--- src/sv/small_key_value_table_defines.svh ---
// Assertion helpers shared by the table RTL. Each helper expects clk and arst_n in scope.
`ifndef SMALL_KEY_VALUE_TABLE_DEFINES_SVH
`define SMALL_KEY_VALUE_TABLE_DEFINES_SVH

// The consequent must hold in the same cycle as the trigger.
`define SKVT_ASSERT_NOW(label, trig, expr, msg) \
	label: assert property (@(posedge clk) disable iff (!arst_n) (trig) |-> (expr)) \
		else $error(msg);

// The consequent must hold in the cycle after the trigger.
`define SKVT_ASSERT_NEXT(label, trig, expr, msg) \
	label: assert property (@(posedge clk) disable iff (!arst_n) (trig) |=> (expr)) \
		else $error(msg);

`endif

--- src/sv/skvt_pkg.sv ---
package skvt_pkg;

	// Default sizes of the table.
	localparam int DEPTH_DEFAULT      = 16;
	localparam int KEY_BITS_DEFAULT   = 32;
	localparam int VALUE_BITS_DEFAULT = 32;

	// Fixed widths of the transaction fields.
	localparam int KEY_W   = 32;
	localparam int VALUE_W = 32;
	localparam int COUNT_W = 5;

	typedef enum logic [1:0] {
		OP_INSERT = 2'd0,
		OP_DELETE = 2'd1,
		OP_LOOKUP = 2'd2,
		OP_UPDATE = 2'd3
	} opcode_t;

	typedef enum logic [1:0] {
		ST_OK      = 2'd0,
		ST_FULL    = 2'd1,
		ST_PRESENT = 2'd2,
		ST_MISSING = 2'd3
	} status_t;

	typedef struct packed {
		opcode_t              opcode;
		logic [KEY_W-1:0]     key;
		logic [VALUE_W-1:0]   value;
	} cmd_t;

	typedef struct packed {
		status_t              status;
		logic [VALUE_W-1:0]   read_value;
		logic [COUNT_W-1:0]   entry_count;
	} result_t;

endpackage

--- src/sv/skvt_mem.sv ---
// Simple dual-port table memory: one write port, one read port with registered data.
module skvt_mem #(
	parameter int WIDTH = skvt_pkg::KEY_BITS_DEFAULT + skvt_pkg::VALUE_BITS_DEFAULT,
	parameter int DEPTH = skvt_pkg::DEPTH_DEFAULT
) (
	input  logic                     clk,
	input  logic                     we,
	input  logic [$clog2(DEPTH)-1:0] waddr,
	input  logic [WIDTH-1:0]         wdata,
	input  logic [$clog2(DEPTH)-1:0] raddr,
	output logic [WIDTH-1:0]         rdata
);

	logic [WIDTH-1:0] mem_q [DEPTH];
	logic [WIDTH-1:0] rdata_q;

	always_ff @(posedge clk) begin
		if (we) begin
			mem_q[waddr] <= wdata;
		end
		rdata_q <= mem_q[raddr];
	end

	assign rdata = rdata_q;

endmodule

--- src/sv/small_key_value_table.sv ---
// Small key/value table. A command transaction (insert, delete, lookup or update) is taken
// when start is high and busy is low; busy then stays high while the table is searched one
// stored entry per clock through the single read port of the table memory, using one shared
// key comparator. A delete that has to move the last entry into the freed slot then goes
// through S_MOVE_RD and S_MOVE_WR. The result appears for exactly one cycle with done high,
// in the same cycle that busy falls, and must be captured then: the receiver cannot stall
// it. A new command may be started in that same cycle. A full table rejects an insert
// before any search, a duplicate key rejects an insert, and a missing key is reported on
// delete, lookup and update. read_value is zero except on a successful lookup, and
// entry_count is the occupancy after the transaction. Keys and values keep only their low
// KEY_BITS and VALUE_BITS bits. There is no clearing pass after reset: only occupied
// entries are compared.
`include "small_key_value_table_defines.svh"

module small_key_value_table #(
	parameter int TABLE_DEPTH = skvt_pkg::DEPTH_DEFAULT,
	parameter int KEY_BITS    = skvt_pkg::KEY_BITS_DEFAULT,
	parameter int VALUE_BITS  = skvt_pkg::VALUE_BITS_DEFAULT
) (
	input  logic              clk,
	input  logic              arst_n,
	input  logic              start,
	output logic              busy,
	input  skvt_pkg::cmd_t    cmd,
	output logic              done,
	output skvt_pkg::result_t result
);

	import skvt_pkg::*;

	localparam int IW = $clog2(TABLE_DEPTH);
	localparam int CW = $clog2(TABLE_DEPTH + 1);
	localparam int EW = KEY_BITS + VALUE_BITS;

	typedef enum logic [1:0] {
		S_IDLE,
		S_SCAN,
		S_MOVE_RD,
		S_MOVE_WR
	} state_t;

	state_t                state_q;
	opcode_t               op_q;
	logic [KEY_BITS-1:0]   key_q;
	logic [VALUE_BITS-1:0] val_q;
	logic [CW-1:0]         count_q;
	logic [IW-1:0]         rd_idx_q;
	logic                  issue_q;
	logic                  cmp_vld_q;
	logic [IW-1:0]         cmp_idx_q;
	logic [IW-1:0]         hit_idx_q;
	logic                  done_q;
	result_t               result_q;

	logic [KEY_BITS-1:0]   key_in;
	logic [VALUE_BITS-1:0] val_in;
	logic [IW-1:0]         last_idx;
	logic                  full;
	logic [KEY_BITS-1:0]   rd_key;
	logic [VALUE_BITS-1:0] rd_val;
	logic [63:0]           rd_val_wide;
	logic                  key_hit;
	logic                  scan_miss;

	logic                  mem_we;
	logic [IW-1:0]         mem_waddr;
	logic [EW-1:0]         mem_wdata;
	logic [IW-1:0]         mem_raddr;
	logic [EW-1:0]         mem_rdata;

	// Bits above the configured key and value widths are dropped on the way in.
	assign key_in = KEY_BITS'(cmd.key);
	assign val_in = VALUE_BITS'(cmd.value);

	assign last_idx    = IW'(count_q - CW'(1));
	assign full        = (count_q == CW'(TABLE_DEPTH));
	assign rd_key      = mem_rdata[EW-1:VALUE_BITS];
	assign rd_val      = mem_rdata[VALUE_BITS-1:0];
	assign rd_val_wide = 64'(rd_val);

	// The shared comparator: the entry read in the previous cycle against the search key.
	assign key_hit   = cmp_vld_q && (rd_key == key_q);
	// The search ends without a hit on the last occupied entry, or at once on an empty table.
	assign scan_miss = (cmp_vld_q && !key_hit && (cmp_idx_q == last_idx)) ||
		(count_q == CW'(0));

	assign busy   = (state_q != S_IDLE);
	assign done   = done_q;
	assign result = result_q;

	// Memory port control. Reads follow the scan index except when fetching the last entry
	// for a delete; writes come from insert, update and the delete move.
	always_comb begin
		mem_raddr = (state_q == S_MOVE_RD) ? last_idx : rd_idx_q;
		mem_we    = 1'b0;
		mem_waddr = cmp_idx_q;
		mem_wdata = {key_q, val_q};
		case (state_q)
			S_SCAN: begin
				if (op_q == OP_INSERT && full) begin
					mem_we = 1'b0;
				end else if (key_hit && op_q == OP_UPDATE) begin
					mem_we    = 1'b1;
					mem_waddr = cmp_idx_q;
				end else if (!key_hit && scan_miss && op_q == OP_INSERT) begin
					mem_we    = 1'b1;
					mem_waddr = IW'(count_q);
				end
			end
			S_MOVE_WR: begin
				mem_we    = 1'b1;
				mem_waddr = hit_idx_q;
				mem_wdata = mem_rdata;
			end
			default: begin
				mem_we = 1'b0;
			end
		endcase
	end

	skvt_mem #(
		.WIDTH (EW),
		.DEPTH (TABLE_DEPTH)
	) u_mem (
		.clk   (clk),
		.we    (mem_we),
		.waddr (mem_waddr),
		.wdata (mem_wdata),
		.raddr (mem_raddr),
		.rdata (mem_rdata)
	);

	// Sequencer. During the search a read is issued every cycle while the entry read in the
	// previous cycle is compared, so the search covers one entry per clock.
	always_ff @(posedge clk or negedge arst_n) begin
		if (!arst_n) begin
			state_q   <= S_IDLE;
			op_q      <= OP_INSERT;
			key_q     <= '0;
			val_q     <= '0;
			count_q   <= '0;
			rd_idx_q  <= '0;
			issue_q   <= 1'b0;
			cmp_vld_q <= 1'b0;
			cmp_idx_q <= '0;
			hit_idx_q <= '0;
			done_q    <= 1'b0;
			result_q  <= '0;
		end else begin
			done_q <= 1'b0;
			case (state_q)
				S_IDLE: begin
					if (start) begin
						op_q      <= opcode_t'(cmd.opcode);
						key_q     <= key_in;
						val_q     <= val_in;
						rd_idx_q  <= '0;
						issue_q   <= 1'b1;
						cmp_vld_q <= 1'b0;
						state_q   <= S_SCAN;
					end
				end
				S_SCAN: begin
					if (issue_q) begin
						cmp_vld_q <= 1'b1;
						cmp_idx_q <= rd_idx_q;
						if (rd_idx_q == last_idx) begin
							issue_q <= 1'b0;
						end else begin
							rd_idx_q <= rd_idx_q + IW'(1);
						end
					end else begin
						cmp_vld_q <= 1'b0;
					end

					if (op_q == OP_INSERT && full) begin
						done_q               <= 1'b1;
						result_q.status      <= ST_FULL;
						result_q.read_value  <= '0;
						result_q.entry_count <= COUNT_W'(count_q);
						issue_q              <= 1'b0;
						cmp_vld_q            <= 1'b0;
						state_q              <= S_IDLE;
					end else if (key_hit) begin
						issue_q   <= 1'b0;
						cmp_vld_q <= 1'b0;
						case (op_q)
							OP_INSERT: begin
								done_q               <= 1'b1;
								result_q.status      <= ST_PRESENT;
								result_q.read_value  <= '0;
								result_q.entry_count <= COUNT_W'(count_q);
								state_q              <= S_IDLE;
							end
							OP_LOOKUP: begin
								done_q               <= 1'b1;
								result_q.status      <= ST_OK;
								result_q.read_value  <= rd_val_wide[VALUE_W-1:0];
								result_q.entry_count <= COUNT_W'(count_q);
								state_q              <= S_IDLE;
							end
							OP_UPDATE: begin
								done_q               <= 1'b1;
								result_q.status      <= ST_OK;
								result_q.read_value  <= '0;
								result_q.entry_count <= COUNT_W'(count_q);
								state_q              <= S_IDLE;
							end
							OP_DELETE: begin
								if (cmp_idx_q == last_idx) begin
									// Removing the last entry needs no move.
									count_q              <= count_q - CW'(1);
									done_q               <= 1'b1;
									result_q.status      <= ST_OK;
									result_q.read_value  <= '0;
									result_q.entry_count <= COUNT_W'(count_q - CW'(1));
									state_q              <= S_IDLE;
								end else begin
									hit_idx_q <= cmp_idx_q;
									state_q   <= S_MOVE_RD;
								end
							end
							default: begin
								state_q <= S_IDLE;
							end
						endcase
					end else if (scan_miss) begin
						issue_q             <= 1'b0;
						cmp_vld_q           <= 1'b0;
						done_q              <= 1'b1;
						result_q.read_value <= '0;
						state_q             <= S_IDLE;
						if (op_q == OP_INSERT) begin
							count_q              <= count_q + CW'(1);
							result_q.status      <= ST_OK;
							result_q.entry_count <= COUNT_W'(count_q + CW'(1));
						end else begin
							result_q.status      <= ST_MISSING;
							result_q.entry_count <= COUNT_W'(count_q);
						end
					end
				end
				S_MOVE_RD: begin
					state_q <= S_MOVE_WR;
				end
				S_MOVE_WR: begin
					count_q              <= count_q - CW'(1);
					done_q               <= 1'b1;
					result_q.status      <= ST_OK;
					result_q.read_value  <= '0;
					result_q.entry_count <= COUNT_W'(count_q - CW'(1));
					state_q              <= S_IDLE;
				end
				default: begin
					state_q <= S_IDLE;
				end
			endcase
		end
	end

	// An accepted command either finishes at once or keeps the block busy.
	`SKVT_ASSERT_NEXT(a_accept_progress, start && !busy, done || busy, "command lost")
	// The occupancy never exceeds the table size.
	`SKVT_ASSERT_NOW(a_count_range, 1'b1, count_q <= CW'(TABLE_DEPTH), "count overflow")
	// The search compares only occupied entries.
	`SKVT_ASSERT_NOW(a_scan_bounds, state_q == S_SCAN && cmp_vld_q,
		CW'(cmp_idx_q) < count_q, "search beyond occupied entries")
	// A successful insert grows the table by exactly one entry.
	`SKVT_ASSERT_NOW(a_insert_count, done && result.status == ST_OK && op_q == OP_INSERT,
		count_q == $past(count_q) + CW'(1), "insert count mismatch")
	// Only a successful operation may return a nonzero value.
	`SKVT_ASSERT_NOW(a_value_zero, done && result.status != ST_OK,
		result.read_value == '0, "value returned on failure")

endmodule
--- config.mk ---
export PLATFORM = sky130hd
export DESIGN_NAME = small_key_value_table
export DESIGN_NICKNAME = d
export VERILOG_FILES = /design/src/sv/skvt_pkg.sv /design/src/sv/skvt_mem.sv /design/src/sv/small_key_value_table.sv
export VERILOG_INCLUDE_DIRS = /design/src /design/src/sv
export SDC_FILE = /design/constraint.sdc
export NUM_CORES = 2
export LEC_CHECK = 0
export ABC_AREA = 1
export BUFFER_PORTS_ARGS = -buffer_cell sky130_fd_sc_hd__buf_2
export CAP_MARGIN = 25
export CELL_PAD_IN_SITES_DETAIL_PLACEMENT = 2
export CELL_PAD_IN_SITES_GLOBAL_PLACEMENT = 2
export CORE_MARGIN = 3
export CORE_UTILIZATION = 44
export CTS_CLUSTER_SIZE = 30
export DETAILED_ROUTE_END_ITERATION = 12
export GPL_TIMING_DRIVEN = 0
export PLACE_DENSITY_LB_ADDON = 0.1
export SETUP_SLACK_MARGIN = 0.3
export SYNTH_ARGS = -nofsm -noshare
export SYNTH_HDL_FRONTEND = slang
export SYNTH_SLANG_ARGS = --single-unit
export TNS_END_PERCENT = 50
--- constraint.sdc ---
create_clock -name clk -period 6.8 [get_ports clk]
set_clock_uncertainty 0.15 [all_clocks]
set_input_delay 1.36 -clock clk [delete_from_list [all_inputs] [get_ports clk]]
set_output_delay 1.36 -clock clk [all_outputs]
set_load 0.05 [all_outputs]
# After elaboration in Yosys (flattened, before gate mapping)
# Memories as Yosys holds them, arrays and structs flattened. A register that Yosys moved wholly into a read port is not among the register bits.
# Cells that the tools add are included.
[classes] bitwise_logic=2 n_mux=56 eq_ne=19 addsub=3 reduce_logical=24
[ops] op="39-bit 2-to-1 mux" n=4
[ops] op="39-bit one-hot mux with 4 select lines" n=1
[ops] op="39-bit one-hot mux with 2 select lines" n=1
[ops] op="64-bit 2-to-1 mux" n=1
[ops] op="32-bit == test" n=1
[ops] op="5-bit 2-to-1 mux" n=6
[ops] op="4-bit 2-to-1 mux" n=7
[ops] op="1-bit 2-to-1 mux" n=20
[ops] op="4-bit one-hot mux with 2 select lines" n=2
[ops] op="2-bit 2-to-1 mux" n=6
[ops] op="1-bit one-hot mux with 2 select lines" n=5
[ops] op="5-bit one-hot mux with 2 select lines" n=1
[ops] op="5-bit AND reduction" n=2
[ops] op="2-bit == test (second input constant)" n=4
[ops] op="4-bit == test" n=2
[ops] op="2-bit inequality test (second input constant)" n=4
[ops] op="2-bit one-hot mux with 4 select lines" n=1
[ops] op="2-bit AND reduction" n=4
[ops] op="1-bit logical AND" n=7
[ops] op="3-bit inequality test (second input constant)" n=2
[ops] op="2-bit nonzero test" n=3
[ops] op="5-bit by 1-bit adder with 5-bit output (second input constant)" n=1
[ops] op="5-bit == test (second input constant)" n=1
[ops] op="5-bit logical NOT" n=1
[ops] op="other kinds (14)" n=17
[word_totals] inputBits=69 mem_bits_rw=1024 reg_bits=127 output_inout_bits=41 memories=1
[memory_table] memory="u_mem.mem_q" words=16 width=64 rd=1 rd_clocked_by_memory_dff=1 wr=1 line_no="skvt_mem.sv:14" text="logic [WIDTH-1:0] mem_q [DEPTH];"

# Logic depth before layout (Yosys ltp)
[depth] word_depth=14 depth_mapped=18

# Hierarchy
# Synthesis repeated with hierarchy kept, for this count alone.
[unflattened] hier_cells=5301 hier_area_um2=52710.6
[modules_own_cells] module="skvt_mem" cells_per_inst=4211 area_each_um2=45144.5 instances=1 seq_area_each_um2=32030.7
[modules_own_cells] module="small_key_value_table" cells_per_inst=1090 area_each_um2=7566.0 instances=1 seq_area_each_um2=3178.0

# Worst setup path before layout
# OpenSTA, ideal clock, no wires.
[synth_timing] path_kind="register to register" start="register count_q[0]" end="memory u_mem.mem_q[13][0] in the netlist's numbering (enable)" n_path_buf=1 stages_incl_launch_ff=17 setup_slack_ps=1384 synth_period_minus_slack_ps=5416 arrival_ps=4780 path_cell_list="dfrtp_1 inv_2 ha_1 buf_2 nand2_1 inv_1 nor3_1 nand3_1 nor2_2 nand3_2 nand2_2 nand3_2 nand2_1 nand3_1 nand2_1 nand3b_2 nor2_1"
[synth_between] elab_chain_len=12
[synth_lines] item="start, declared" line_no="small_key_value_table.sv:46" text="logic [CW-1:0] count_q;"
[synth_lines] item="start signal, assigned" line_no="small_key_value_table.sv:212" text="count_q <= count_q - CW'(1);"
[synth_lines] item="start signal, assigned" line_no="small_key_value_table.sv:234" text="count_q <= count_q + CW'(1);"
[synth_lines] item="start signal, assigned" line_no="small_key_value_table.sv:247" text="count_q <= count_q - CW'(1);"
[synth_lines] item="5-bit by 1-bit subtractor with 5-bit output"
[synth_lines] item="4-bit == test" line_no="small_key_value_table.sv:84" text="assign scan_miss = (cmp_vld_q && !key_hit && (cmp_idx_q == last_idx)) ||"
[synth_lines] item="1-bit logical AND" line_no="small_key_value_table.sv:84"
[synth_lines] item="1-bit logical OR" line_no="small_key_value_table.sv:84"
[synth_lines] item="1-bit logical AND (2 in a row)" line_no="small_key_value_table.sv:105" text="end else if (!key_hit && scan_miss && op_q == OP_INSERT) begin"
[synth_lines] item="1-bit 2-to-1 mux" line_no="small_key_value_table.sv:105"
[synth_lines] item="1-bit 2-to-1 mux" line_no="small_key_value_table.sv:102" text="end else if (key_hit && op_q == OP_UPDATE) begin"
[synth_lines] item="1-bit 2-to-1 mux" line_no="small_key_value_table.sv:100" text="if (op_q == OP_INSERT && full) begin"
[synth_lines] item="1-bit one-hot mux with 2 select lines" line_no="small_key_value_table.sv:98" text="case (state_q)"
[synth_lines] item="1-bit 2-to-1 mux" line_no="skvt_mem.sv:18" text="if (we) begin"
[synth_lines] item="1-bit 2-to-1 mux (not written as such)" line_no="skvt_mem.sv:19" text="mem_q[waddr] <= wdata;"
[synth_lines] item="end, declared" line_no="skvt_mem.sv:14"
# Parallel ways exist; a longest one is shown, timed or not.

# Final worst setup path
[layout_timing] start="register key_q[31]" end="memory u_mem.mem_q[4][26] in the netlist's numbering (enable)"
[layout_between] elab_chain_len=14
[layout_lines] item="start, declared" line_no="small_key_value_table.sv:44" text="logic [KEY_BITS-1:0] key_q;"
[layout_lines] item="start signal, assigned" line_no="small_key_value_table.sv:155" text="key_q <= key_in;"
[layout_lines] item="32-bit == test *" line_no="small_key_value_table.sv:82" text="assign key_hit = cmp_vld_q && (rd_key == key_q);"
[layout_lines] item="1-bit logical AND *" line_no="small_key_value_table.sv:82"
[layout_lines] item="1-bit logical NOT" line_no="small_key_value_table.sv:84, small_key_value_table.sv:105"
[layout_lines] item="1-bit logical AND (2 in a row)" line_no="small_key_value_table.sv:84"
[layout_lines] item="1-bit logical OR" line_no="small_key_value_table.sv:84"
[layout_lines] item="1-bit logical AND (2 in a row)" line_no="small_key_value_table.sv:105"
[layout_lines] item="1-bit 2-to-1 mux" line_no="small_key_value_table.sv:105"
[layout_lines] item="1-bit 2-to-1 mux" line_no="small_key_value_table.sv:102"
[layout_lines] item="1-bit 2-to-1 mux" line_no="small_key_value_table.sv:100"
[layout_lines] item="1-bit one-hot mux with 2 select lines" line_no="small_key_value_table.sv:98"
[layout_lines] item="1-bit 2-to-1 mux" line_no="skvt_mem.sv:18"
[layout_lines] item="1-bit 2-to-1 mux (not written as such)" line_no="skvt_mem.sv:19"
# Every way passes the cells marked *; elsewhere a longest branch is shown, timed or not.

==> impl_metrics.json <==
{
  "status": "finished clean",
  "viasPerCell": 6.33,
  "final_util_pct": 52.3,
  "p_clk_share_pct": 29.0,
  "vdd_drop_max_v": 0.000298,
  "yosys.area.top_type": "edfxtp_1",
  "cp_cell_sequence": "xnor2_1 > nand2_1 > nor2_1 > nand2_1 > nor2_2 > nand3_2 > nand2_1 > inv_1 > nand3_2 > nand2_1 > nand3_1 > nand2_1 > nor2_1 > nand2_1 > nor2_4 > buf_12 > buf_12",
  "max_freq_mhz": 196,
  "grt_pass1_vias": 39300,
  "cts_hold_buf": 0,
  "cp.required_ps": 7090,
  "synth.distinct_cells": 40,
  "postCtsSetupRepairBufs": 0,
  "worst_slack_ps": 1690,
  "cts_buffers": 136,
  "ys_warn_count": 0,
  "synth_top_area_share_pct": 64.1,
  "syn_inst": 3851,
  "grt_usage_pct": 35.4,
  "initial_core_util_pct": 44.5,
  "antenna_left": 0,
  "row_count": 120,
  "htree_num_levels": 4,
  "clock_latency_ps": 770,
  "clkTransAtPathRegs_ps": 60,
  "final_common_cell": "edfxtp_1",
  "path_max_fanout": 20,
  "totalWireLength_um": 200000,
  "p_leak_nw": 19.9,
  "max_cap_viol_count": 0,
  "yosysSeqAreaShare_pct": 73.4,
  "dieWidth_um": 336,
  "cp.arrival_ps": 5400,
  "worst_setup_path_start_kind": "flop",
  "maxSlewViolCount": 0,
  "vias": 36100,
  "first_iter_violations": 3795,
  "grt_pass1_wl_um": 284000,
  "layout-drive-gt1-share_pct": 12.2,
  "grt_setup_unrepaired": "no",
  "clockBufferDepth": 3,
  "cts_resized": 0,
  "cpMaxStageDelayCell": "nor2_4",
  "grt_overflow_total": 0,
  "crit_path_end": "u_mem.mem_q[4][26]",
  "max_stage_delay_ps": 780,
  "core_sq_um": 108000,
  "fillCellCount": 10300,
  "die_h_um": 336,
  "finalSetupViolCount": 0,
  "cts_tree": "built",
  "p_per_area_nw_per_um2": 457,
  "drc": 0,
  "cp.depth": 17,
  "worst_slew_pin_slew_ps": 1120,
  "rrSetupSlack_ps": 1690,
  "critical_path_class": "reg -> reg",
  "area_delta_synth_final_pct": 17.4,
  "antenna_found_initial": 3,
  "place_worst_setup_slack_ps": 1890,
  "hold_viol": 0,
  "sequentialPowerShare_pct": 39.7,
  "grt_max_degree": 80,
  "synth_area_sq_um": 47900,
  "nets": 4252,
  "synth_nets": 3924,
  "firstDrtPassIters": 5,
  "port_buffers": 109,
  "dieArea_sq_um": 113000,
  "maxSlewHeadroom_pct": 25.5,
  "cts_root_buffer": "clkbuf_16",
  "syn_avg_cell_area_sq_um": 12.5,
  "p_sw_mw": 9.94,
  "end_kind": "flop",
  "cp_top_family": "simple AND/OR/NAND/NOR gates",
  "min_path_type": "reg -> reg",
  "pin_count": 110,
  "p_comb_share_pct": 31.3,
  "gp_congestion": 0.805,
  "synth_area_leaders": "edfxtp_1 (64%), dfrtp_1 (6.6%), o21ai_0 (5.8%)",
  "synth.ff_latch_count": 1215,
  "cts.sinks": 1215,
  "r2r_start": "key_q[31]",
  "final_cell_mix": "edfxtp_1 (1024), nand2_1 (628), nor2_1 (548)",
  "finalCritPeriodShare_pct": 75.2,
  "netSwitchingFraction_pct": 38.6,
  "cpMostUsedCell": "nand2_1",
  "dp_hpwl_um": 133000,
  "p_int_mw": 15.8,
  "worstSetupStartpoint": "key_q[31]",
  "routedWlPerCell_um": 35.1,
  "cp_num_buf_inv": 3,
  "setup-tns-final_ps": 0,
  "reg2reg_depth": 17,
  "r2r-end": "u_mem.mem_q[4][26]",
  "min_period_ps": 5110
}
## cell usage after synthesis
library cell and instances:
a21boi_0 2, a21oi_1 5, a22oi_1 1, a31oi_1 2, buf_1 17, buf_12 3
buf_2 20, buf_4 7, buf_6 2, clkbuf_1 202, dfrtp_1 127, dfxtp_1 64
edfxtp_1 1024, ha_1 4, inv_1 68, inv_2 20, nand2_1 628, nand2_2 11
nand2_4 1, nand3_1 62, nand3_2 35, nand3b_2 1, nand4_1 6, nor2_1 565
nor2_2 7, nor2_4 1, nor3_1 3, nor3b_1 1, nor4_1 2, nor4_4 1
o211ai_1 88, o21ai_0 555, o21ai_1 34, o21ai_2 3, o221ai_1 172, o22ai_1 84
or2_2 2, or2_4 1, xnor2_1 14, xor2_1 6
## routing by layer
layer	GRT usage, %	up-vias	part of all wire, %
li1	-	14700	-
met1	43.8	19000	38
met2	59.8	1813	49
met3	6.01	521	6.8
met4	18.2	0	5.4
met5	0	-	0
## registers in the layout, summed over array words and instances, names as in the netlist, named ones only
| register | flops |
|---|---|
| u_mem.mem_q | 1024 |
| result | 39 |
| state_q | 1 |
| u_mem.rdata | 64 |
| hit_idx_q | 4 |
| cmp_idx_q | 4 |
| issue_q | 1 |
| key_q | 32 |
| cmp_vld_q | 1 |
| done | 1 |
| val_q | 32 |
| op_q | 2 |
| rd_idx_q | 4 |
| count_q | 5 |
## power by group through the flow
stage / registers (mW) / logic [mW] / clock network [mW]
2_1_floorplan: 10.2 / 3.98 / 0
3_3_place_gp: 10.4 / 7.00 / 0
3_5_place_dp: 10.3 / 7.72 / 0
4_1_cts: 10.2 / 7.92 / 7.51
5_1_grt: 10.3 / 8.55 / 7.80
6_report: 10.2 / 8.05 / 7.47
## per-stage QoR
step	hold slack [ps]	power, mW	cells	instance area (sq um)
finish	291	25.7	5701	56300
global route	322	26.6	5694	56300
CTS	294	25.6	5688	56200
detailed placement	303	18.1	5438	51800
global placement	291	17.4	5363	50200
floorplan	282	14.2	3851	47900
## logic make-up (layout without fill, tap and decap cells)
family	after synthesis	after routing	share of synthesized area (%)
AND/OR/NAND/NOR	1327	1327	11.3
flip-flops	1215	1215	73.4
AO/OA/AOI/OAI	946	946	11.9
buffers and inverters	339	779	2.89
XOR/XNOR	20	20	0.365
adder cells (fa/ha/maj)	4	4	0.104
other	0	7	0
## final cells by class
class	count	area [sq um]	share of cell area, %
multi-input cells	2297	11500	20.4
clock buffers	192	3930	6.99
plain buffers	251	1060	1.88
clock inverters	58	500	0.889
inverters	88	330	0.587
diodes	7	17.5	0.0311
well taps	1403	1760	3.12
repair buffers	190	2010	3.56
flip-flops and latches	1215	35200	62.5
## tightest hold or removal path, stage by stage (launching register included)
cell and delay (ps):
dfxtp_1 320, nand3_2 70, nand2_1 40
## worst min path at each step
stage	to	slack (ps)	start	depth (start not counted)
2_1_floorplan	result[10]	280	u_mem.rdata[5]	2
3_3_place_gp	result[13]	290	u_mem.rdata[8]	2
3_5_place_dp	result[13]	300	u_mem.rdata[8]	2
4_1_cts	result[25]	290	u_mem.rdata[20]	2
5_1_grt	result[25]	320	u_mem.rdata[20]	2
6_report	result[25]	290	u_mem.rdata[20]	2
No activity file was read; power rests on OpenSTA's default activity.
